--- src/design/swqt_pkg.sv ---
// Shared types and op codes for the semaphore wait-queue table.
package swqt_pkg;
  typedef enum logic [1:0] {
    OP_BLOCK   = 2'd0,
    OP_UNBLOCK = 2'd1,
    OP_REMOVE  = 2'd2,
    OP_PEEK    = 2'd3
  } op_e;
endpackage

--- src/design/swqt_ram.sv ---
// Generic single-write, single-read synchronous RAM with registered read.
module swqt_ram #(
  parameter int Width = 8,
  parameter int Depth = 16,
  parameter int AddrW = (Depth > 1) ? $clog2(Depth) : 1
) (
  input  logic             clk_i,
  input  logic             we_i,
  input  logic [AddrW-1:0] waddr_i,
  input  logic [Width-1:0] wdata_i,
  input  logic [AddrW-1:0] raddr_i,
  output logic [Width-1:0] rdata_o
);
  logic [Width-1:0] mem_q [Depth];
  always_ff @(posedge clk_i) begin
    if (we_i) mem_q[waddr_i] <= wdata_i;
    rdata_o <= mem_q[raddr_i];
  end
endmodule

--- src/design/semaphore_wait_queue_table.sv ---
// Top level of the semaphore wait-queue table.
// Usage:
//  - Request channel: in_valid_i / in_stall_o with op_i, key_i, proc_id_i.
//    A request is taken when in_valid_i is high and in_stall_o is low.
//  - Result channel: out_valid_o / out_stall_i with hit_o, proc_out_o,
//    full_res_o. Exactly one result per request, in order.
//  - Ops: block appends a process to the queue of its key (allocating the
//    lowest free descriptor, or reporting full), unblock pops the oldest
//    waiter, remove unlinks a named process, peek returns the oldest waiter.
//  - Descriptor keys, valid bits, head and tail sit in flip-flops and are
//    matched combinationally like a small CAM. Per-process links (next, prev)
//    live in two synchronous RAMs with a registered read.
//  - Steps from accept to result valid: match, link read, commit. in_stall_o
//    is high from the accept until the commit, so the next request is not
//    taken before the previous one has committed.
//  - The result register frees the sequencer: the next request can be
//    taken while a finished result still waits behind out_stall_i; that
//    request then holds in its commit state until the result drains.
//  - Reset clears all valid and waiting bits at once; no clearing pass.
//    Link RAM contents are only read through a set valid/waiting bit.
module semaphore_wait_queue_table #(
  parameter int PROCS    = 16,
  parameter int KEY_BITS = 32
) (
  input  logic        clk_i,
  input  logic        rst_ni,
  input  logic        in_valid_i,
  output logic        in_stall_o,
  input  logic [1:0]  op_i,
  input  logic [31:0] key_i,
  input  logic [3:0]  proc_id_i,
  output logic        out_valid_o,
  input  logic        out_stall_i,
  output logic        hit_o,
  output logic [3:0]  proc_out_o,
  output logic        full_res_o
);
  import swqt_pkg::*;

  localparam int AW = (PROCS > 1) ? $clog2(PROCS) : 1;

  typedef enum logic [1:0] {
    S_IDLE, S_MATCH, S_LINK, S_OUT
  } state_e;

  state_e                state_q;
  op_e                   op_q;
  logic [KEY_BITS-1:0]   key_q;
  logic [AW-1:0]         pid_q;
  logic                  pid_ok_q;

  // descriptor table and per-process wait state
  logic [KEY_BITS-1:0]   sem_keys_q [PROCS];
  logic [PROCS-1:0]      sem_active_q;
  logic [AW-1:0]         sem_head_q [PROCS];
  logic [AW-1:0]         sem_tail_q [PROCS];
  logic [KEY_BITS-1:0]   wait_key_q [PROCS];
  logic [PROCS-1:0]      queued_q;

  // decision registers
  logic                  found_q;     // descriptor matched
  logic [AW-1:0]         d_q;
  logic                  free_ok_q;
  logic [AW-1:0]         free_q;
  logic [AW-1:0]         p_q;         // process being returned / unlinked
  logic [AW-1:0]         head_q, tail_q, nx_q, pr_q;

  // output register
  logic                  out_v_q, out_hit_q, out_full_q;
  logic [3:0]            out_pid_q;

  // link RAM ports
  logic          nx_we, pr_we;
  logic [AW-1:0] nx_wa, pr_wa, nx_wd, pr_wd;
  logic [AW-1:0] nx_ra, pr_ra, nx_rd, pr_rd;

  swqt_ram #(.Width(AW), .Depth(PROCS)) u_next (.clk_i, .we_i(nx_we),
    .waddr_i(nx_wa), .wdata_i(nx_wd), .raddr_i(nx_ra), .rdata_o(nx_rd));
  swqt_ram #(.Width(AW), .Depth(PROCS)) u_prev (.clk_i, .we_i(pr_we),
    .waddr_i(pr_wa), .wdata_i(pr_wd), .raddr_i(pr_ra), .rdata_o(pr_rd));

  // CAM match on the registered request; remove matches the recorded key.
  // Lowest matching and lowest free descriptor win.
  logic [KEY_BITS-1:0] match_key;
  logic                m_found, f_found;
  logic [AW-1:0]       m_idx, f_idx, m_head, p_sel;
  always_comb begin
    match_key = (op_q == OP_REMOVE) ? wait_key_q[pid_q] : key_q;
    m_found = 1'b0; m_idx = '0; f_found = 1'b0; f_idx = '0;
    for (int i = PROCS - 1; i >= 0; i--) begin
      if (sem_active_q[i] && sem_keys_q[i] == match_key) begin
        m_found = 1'b1; m_idx = AW'(i);
      end
      if (!sem_active_q[i]) begin
        f_found = 1'b1; f_idx = AW'(i);
      end
    end
    m_head = sem_head_q[m_idx];
    p_sel  = (op_q == OP_REMOVE) ? pid_q : m_head;
  end

  // links of the selected process, issued in S_MATCH, on rdata in S_LINK
  assign nx_ra = p_sel;
  assign pr_ra = p_sel;

  // request decode
  logic busy_ok, blk_new, blk_app, unl, last, commit;
  logic res_hit, res_full;
  logic [3:0] res_pid;
  assign busy_ok  = (op_q == OP_BLOCK) && pid_ok_q && (key_q != '0) && !queued_q[pid_q];
  assign blk_new  = busy_ok && !found_q && free_ok_q;
  assign blk_app  = busy_ok && found_q;
  assign unl      = found_q && (((op_q == OP_UNBLOCK) && (key_q != '0)) ||
                                ((op_q == OP_REMOVE) && pid_ok_q && queued_q[pid_q]));
  assign last     = (head_q == p_q) && (tail_q == p_q);
  assign commit   = (state_q == S_OUT) && (!out_v_q || !out_stall_i);
  assign res_full = busy_ok && !found_q && !free_ok_q;
  assign res_hit  = unl || ((op_q == OP_PEEK) && (key_q != '0) && found_q);
  assign res_pid  = res_hit ? 4'(p_q) : 4'd0;

  // link write-back: next[pid]=pid for a block in S_LINK, the rest at commit
  always_comb begin
    nx_we = 1'b0; nx_wa = pid_q; nx_wd = pid_q;
    pr_we = 1'b0; pr_wa = pid_q; pr_wd = pid_q;
    if ((state_q == S_LINK) && busy_ok) nx_we = 1'b1;
    if (commit) begin
      if (blk_new) begin
        pr_we = 1'b1;
      end else if (blk_app) begin
        // append after tail: next[tail]=pid, prev[pid]=tail
        nx_we = 1'b1; nx_wa = tail_q;
        pr_we = 1'b1; pr_wd = tail_q;
      end else if (unl && !last) begin
        if (head_q != p_q) begin
          nx_we = 1'b1; nx_wa = pr_q; nx_wd = nx_q;
        end
        if (tail_q != p_q) begin
          pr_we = 1'b1; pr_wa = nx_q; pr_wd = pr_q;
        end
      end
    end
  end

  assign out_valid_o = out_v_q;
  assign hit_o       = out_hit_q;
  assign proc_out_o  = out_pid_q;
  assign full_res_o  = out_full_q;
  assign in_stall_o  = (state_q != S_IDLE);

  always_ff @(posedge clk_i or negedge rst_ni) begin
    if (!rst_ni) begin
      state_q      <= S_IDLE;
      op_q         <= OP_BLOCK;
      key_q        <= '0;
      pid_q        <= '0;
      pid_ok_q     <= 1'b0;
      sem_active_q <= '0;
      queued_q     <= '0;
      found_q      <= 1'b0;
      d_q          <= '0;
      free_ok_q    <= 1'b0;
      free_q       <= '0;
      p_q          <= '0;
      head_q       <= '0;
      tail_q       <= '0;
      nx_q         <= '0;
      pr_q         <= '0;
      out_v_q      <= 1'b0;
      out_hit_q    <= 1'b0;
      out_full_q   <= 1'b0;
      out_pid_q    <= '0;
      for (int i = 0; i < PROCS; i++) begin
        sem_keys_q[i] <= '0;
        wait_key_q[i] <= '0;
        sem_head_q[i] <= '0;
        sem_tail_q[i] <= '0;
      end
    end else begin
      if (commit) out_v_q <= 1'b1;
      else if (!out_stall_i) out_v_q <= 1'b0;
      case (state_q)
        S_IDLE: begin
          if (in_valid_i) begin
            op_q     <= op_e'(op_i);
            key_q    <= KEY_BITS'(key_i);
            pid_q    <= AW'(proc_id_i);
            pid_ok_q <= ({28'd0, proc_id_i} < 32'(PROCS));
            state_q  <= S_MATCH;
          end
        end
        S_MATCH: begin
          found_q   <= m_found;
          d_q       <= m_idx;
          free_ok_q <= f_found;
          free_q    <= f_idx;
          head_q    <= m_head;
          tail_q    <= sem_tail_q[m_idx];
          p_q       <= p_sel;
          state_q   <= S_LINK;
        end
        S_LINK: begin
          nx_q    <= nx_rd;
          pr_q    <= pr_rd;
          state_q <= S_OUT;
        end
        S_OUT: begin
          if (commit) begin
            out_hit_q  <= res_hit;
            out_full_q <= res_full;
            out_pid_q  <= res_pid;
            if (busy_ok && !res_full) begin
              queued_q[pid_q]   <= 1'b1;
              wait_key_q[pid_q] <= key_q;
              if (blk_new) begin
                sem_active_q[free_q] <= 1'b1;
                sem_keys_q[free_q]   <= key_q;
                sem_head_q[free_q]   <= pid_q;
                sem_tail_q[free_q]   <= pid_q;
              end else begin
                sem_tail_q[d_q] <= pid_q;
              end
            end else if (unl) begin
              queued_q[p_q] <= 1'b0;
              if (last) begin
                // queue empties: free the descriptor
                sem_active_q[d_q] <= 1'b0;
                sem_keys_q[d_q]   <= '0;
              end else begin
                if (head_q == p_q) sem_head_q[d_q] <= nx_q;
                if (tail_q == p_q) sem_tail_q[d_q] <= pr_q;
              end
            end
            state_q <= S_IDLE;
          end
        end
        default: state_q <= S_IDLE;
      endcase
    end
  end

`ifndef SYNTHESIS
  a_stall_busy: assert property (@(posedge clk_i) disable iff (!rst_ni)
    (state_q != S_IDLE) |-> in_stall_o) else $error("accept while busy");
  a_full_block: assert property (@(posedge clk_i) disable iff (!rst_ni)
    (out_valid_o && full_res_o) |-> !hit_o) else $error("full with hit");
  a_out_hold: assert property (@(posedge clk_i) disable iff (!rst_ni)
    (out_valid_o && out_stall_i) |=> (out_valid_o && $stable(hit_o) &&
    $stable(proc_out_o) && $stable(full_res_o))) else $error("stalled result changed");
  a_accept_idle: assert property (@(posedge clk_i) disable iff (!rst_ni)
    (in_valid_i && !in_stall_o) |-> (state_q == S_IDLE)) else $error("accept not idle");
`endif
endmodule
--- config.mk ---
export PLATFORM = sky130hd
export DESIGN_NAME = semaphore_wait_queue_table
export DESIGN_NICKNAME = d
export VERILOG_FILES = /design/src/design/swqt_pkg.sv /design/src/design/swqt_ram.sv /design/src/design/semaphore_wait_queue_table.sv
export SDC_FILE = /design/constraint.sdc
export NUM_CORES = 2
export LEC_CHECK = 0
export BUFFER_PORTS_ARGS = -buffer_cell sky130_fd_sc_hd__buf_2
export CAP_MARGIN = 20
export CELL_PAD_IN_SITES_DETAIL_PLACEMENT = 0
export CELL_PAD_IN_SITES_GLOBAL_PLACEMENT = 1
export CORE_ASPECT_RATIO = 1.1
export CORE_UTILIZATION = 30
export DETAILED_ROUTE_END_ITERATION = 7
export HOLD_SLACK_MARGIN = 0.12
export PLACE_DENSITY = 0.57
export REMOVE_ABC_BUFFERS = 1
export SYNTH_ARGS = -nofsm -noshare
export SYNTH_HDL_FRONTEND = slang
export SYNTH_SLANG_ARGS = --single-unit
--- constraint.sdc ---
create_clock -name clk_i -period 6.7 [get_ports clk_i]
set_clock_uncertainty 0.15 [all_clocks]
set_input_delay 1.34 -clock clk_i [delete_from_list [all_inputs] [get_ports clk_i]]
set_output_delay 1.34 -clock clk_i [all_outputs]
set_load 0.02 [all_outputs]
==> flow_metrics.tcl <==
set metrics [dict create \
    status "finished, violations left" \
    failing_checks "design-rule violations, negative setup slack" \
    route.detailed.drc 2 \
    die_w_um 475.4 \
    final-max-slew-violation-count 0 \
    timing.critical_path.arrival_ps 7900 \
    synth_top_cells_by_count "1,262 x sky130_fd_sc_hd__dfrtp_1, 1,062 x sky130_fd_sc_hd__nand2_1, 937 x sky130_fd_sc_hd__o21ai_0, 459 x sky130_fd_sc_hd__clkbuf_1, 456 x sky130_fd_sc_hd__mux2_2" \
    coreArea_um2 244400 \
    critPathMaxFanout 10 \
    routed-via-count 71753 \
    gp_routability_congestion 1.093 \
    timing.hold.ws_ps 232.5 \
    final_antenna_violating_net_count 0 \
    cp_num_buf_inv 12 \
    tightest_slew_ps 1210 \
    ir_worst_vdd_uv 266.5 \
    grt.overflow.total 0 \
    synth-async-reset-ratio 0.9027 \
    timing_hold_violations_final 0 \
    post_route_cells_drive_above_1_share 0.3069 \
    synth.top_cell.area_share 0.4270 \
    total_area_of_sequential_cells_um2 35600 \
    drv.max_cap_violation_count 0 \
    dp.cells 11398 \
    post_drt_via_cell_ratio 6.040 \
    timing_startpoint_of_the_critical_path "pid_q[0]" \
    clkSlewWorstSetupHoldPaths_ps 60 \
    number_of_buffers_inserted_by_port_buffering 49 \
    cpLargestDelayFamily "compound AO/OA/AOI/OAI gates" \
    post_synth_inst_count 7381 \
    longest_clk_path_bufs 4 \
    gr-usage-all-layers 0.3634 \
    clock_latency_reported_for_the_late_side_of_the_worst_skew_pair_ps 890 \
    hpwl_um 334200 \
    timing.final.crit_share 1.097 \
    timing.reg2reg.setup_slack_ps -650 \
    multi_input_gate_area_in_the_final_layout_um2 37150 \
    rr_endpoint "u_prev.rdata_o[1]" \
    cts_tree "yes" \
    drt-total-wl_um 459400 \
    rsz0062_at_grt "true" \
    die_y_um 522.7 \
    synthTopCellsByArea "sky130_fd_sc_hd__dfrtp_1 43%, sky130_fd_sc_hd__mux2_2 6.9%, sky130_fd_sc_hd__o21ai_0 6.3%, sky130_fd_sc_hd__nand2_1 5.4%, sky130_fd_sc_hd__edfxtp_1 5.2%" \
    post-route-min-period_ps 7348 \
    detail_route.iter0.violations 8915 \
    num_io_pins 50 \
    yosysWarnings 0 \
    grt_max_degree 164 \
    cts_hold_repair.buffers 0 \
    start_kind "flip-flop" \
    floorplan.rows 190 \
    final_nets 8489 \
    synth.yosys.seq_area_share 0.4812 \
    setup_viol 11 \
    holdCritPathClass "in -> async" \
    cts-htree-levels 4 \
    syn_area_per_cell_um2 10.02 \
    synth_enable_flop_cells 128 \
    p_leak_nw 41.59 \
    clockRootBuffer "sky130_fd_sc_hd__clkbuf_16" \
    fillers 24367 \
    die_area_um2 248500 \
    timing.critical_path.slowest_stage_cell "sky130_fd_sc_hd__nor4b_2" \
    worst-r2r-cell-count 30 \
    critical-path-max-stage-delay_ps 680 \
    grt_antenna_before_repair 66 \
    first_pass_grt_wire_length_um 617200 \
    first_global_vias 69260 \
    starting_density_of_the_core 0.3026 \
    end_kind "flip-flop" \
    final_critical_path_setup_slack_ps -648.4 \
    layout-area-overhead-vs-synth_pct 30.67 \
    cp-endpoint "u_prev.rdata_o[1]" \
    ys.flop_type "sky130_fd_sc_hd__dfrtp_1" \
    fmax_mhz 136.1 \
    total_power_per_unit_cell_area_nw_per_um2 549.5 \
    timing.critical_path.depth 30 \
    route.detailed.wl_per_inst_um 38.67 \
    critPathRequiredTime_ps 7260 \
    clock_sink_count 1398 \
    synth_most_common_cell "sky130_fd_sc_hd__dfrtp_1" \
    postSynthRegisterBits 1398 \
    numCtsBuffers 174 \
    drt_pass1_iterations 8 \
    crit_type "reg -> reg" \
    timing.max_slew.rel_slack 0.1931 \
    synth.lib_cells_used.distinct 118 \
    reg2reg_start "pid_q[0]" \
    post_synth_instance_area_um2 73950 \
    post_layout_nonfiller_instances 11879 \
    synth_largest_area_cell "sky130_fd_sc_hd__dfrtp_1" \
]
what timing repair did:
item                                    CTS  global route
resized for setup                       344            95
cloned                                    8             5
endpoints found under the setup margin   20            17
pin swaps                                97            27
buffers inserted                        102            22
layout make-up:
| class | count | share of cell area |
|---|---|---|
| Antenna cell | 43 | 0.001114 |
| Clock buffer | 245 | 0.05115 |
| Clock inverter | 61 | 0.009271 |
| Inverter | 105 | 0.004079 |
| Multi-Input combinational cell | 5276 | 0.3845 |
| Sequential cell | 1398 | 0.3684 |
| Tap cell | 3264 | 0.04226 |
| Timing Repair Buffer | 1487 | 0.1393 |
cell usage in the layout, fill, tap and decap left out, types with 25 or more instances in the layout:
cell                        Yosys  routed
sky130_fd_sc_hd__clkbuf_1     459      40
sky130_fd_sc_hd__a22oi_1      116     114
sky130_fd_sc_hd__nor4_1        97      78
sky130_fd_sc_hd__buf_12         1     148
sky130_fd_sc_hd__or3_1         42      31
sky130_fd_sc_hd__o21a_1        67      67
sky130_fd_sc_hd__xor2_1        96      86
sky130_fd_sc_hd__dfrtp_1     1262    1258
sky130_fd_sc_hd__nor2_1       270     258
sky130_fd_sc_hd__nor2b_1       84      81
sky130_fd_sc_hd__or4_1         53      37
sky130_fd_sc_hd__nand2b_1      82      79
sky130_fd_sc_hd__mux2i_1      242     193
sky130_fd_sc_hd__clkbuf_8       0      31
sky130_fd_sc_hd__buf_2         54      49
sky130_fd_sc_hd__buf_4         21    1205
sky130_fd_sc_hd__o22ai_1      138     131
sky130_fd_sc_hd__o2111ai_1     58      55
sky130_fd_sc_hd__buf_6         28      64
sky130_fd_sc_hd__o221ai_1      84      84
sky130_fd_sc_hd__mux4_2        40      40
sky130_fd_sc_hd__a22o_1       104     104
sky130_fd_sc_hd__mux2i_2        0      25
sky130_fd_sc_hd__a221oi_1      47      46
sky130_fd_sc_hd__edfxtp_1     128     128
sky130_fd_sc_hd__a21oi_1       98      80
sky130_fd_sc_hd__o21ai_0      937     929
sky130_fd_sc_hd__o211ai_1      41      41
sky130_fd_sc_hd__diode_2        0      43
sky130_fd_sc_hd__nand2_1     1062    1049
sky130_fd_sc_hd__nand3_1       78      71
sky130_fd_sc_hd__nand4_1      118     118
sky130_fd_sc_hd__xnor2_1      101      92
sky130_fd_sc_hd__inv_1        101     101
sky130_fd_sc_hd__nor3_1        96      73
sky130_fd_sc_hd__and3_1        52      47
sky130_fd_sc_hd__a222oi_1      37      37
sky130_fd_sc_hd__mux2_2       456     452
sky130_fd_sc_hd__clkbuf_16      0     180
cell families (layout without fill, tap and decap cells):
group | Yosys count | in the layout | share of synthesized area
compound gates | 2106 | 2106 | 0.1900
fa+ha+maj | 5 | 5 | 0.0008460
simple gates | 2205 | 2205 | 0.1435
xor+xnor | 199 | 199 | 0.02377
other cells | 0 | 43 | 0
mux | 761 | 761 | 0.1189
flops | 1398 | 1398 | 0.4812
buf+inv | 707 | 1898 | 0.04171
state kept, by name (all words and copies together) (netlist names), 4 cells and up:
name	count
sem_tail_q	64
sem_head_q	64
head_q	4
pr_q	4
u_prev.rdata_o	4
wait_key_q	512
sem_keys_q	512
pid_q	4
u_prev.mem_q	64
free_q	4
d_q	4
nx_q	4
u_next.mem_q	64
tail_q	4
proc_out_o	4
u_next.rdata_o	4
queued_q	16
key_q	32
p_q	4
sem_active_q	16
worst min path at each step:
stage | to | depth (start not counted)
global route | sem_keys_q[460] | 1
detailed placement | wait_key_q[506] | 2
global placement | wait_key_q[255] | 2
finish | sem_keys_q[460] | 1
CTS | sem_keys_q[460] | 1
floorplan | nx_q[0] | 1
stage by stage:
stage	util	TNS (ps)	instance area [um^2]	setup slack (ps)	power (mW)
after CTS	0.3916	-4035	95700	-553.2	51.55
after global placement	0.3569	-17520	87220	-1599	39.61
final	0.3954	-5285	96630	-648.4	53.10
after detailed placement	0.3570	-18380	87240	-1635	39.60
after global routing	0.3951	-6768	96560	-787.7	53.89
after floorplan	-	-7813590	71260	-13830	21.45
power by group:
part | internal, mW | switching (mW)
sequential | 10.2 | 1.33
clock | 5.91 | 4.00
combinational | 12.0 | 19.7
per-layer routing:
| layer | GRT usage | wire length, um | up-vias |
|---|---|---|---|
| met1 | 0.4734 | 187700 | 36967 |
| li1 | - | - | 29492 |
| met2 | 0.5430 | 197800 | 4062 |
| met4 | 0.2291 | 34220 | 26 |
| met5 | 0 | 169 | - |
| met3 | 0.08242 | 39490 | 1206 |
No activity file was read; power rests on OpenSTA's default activity.
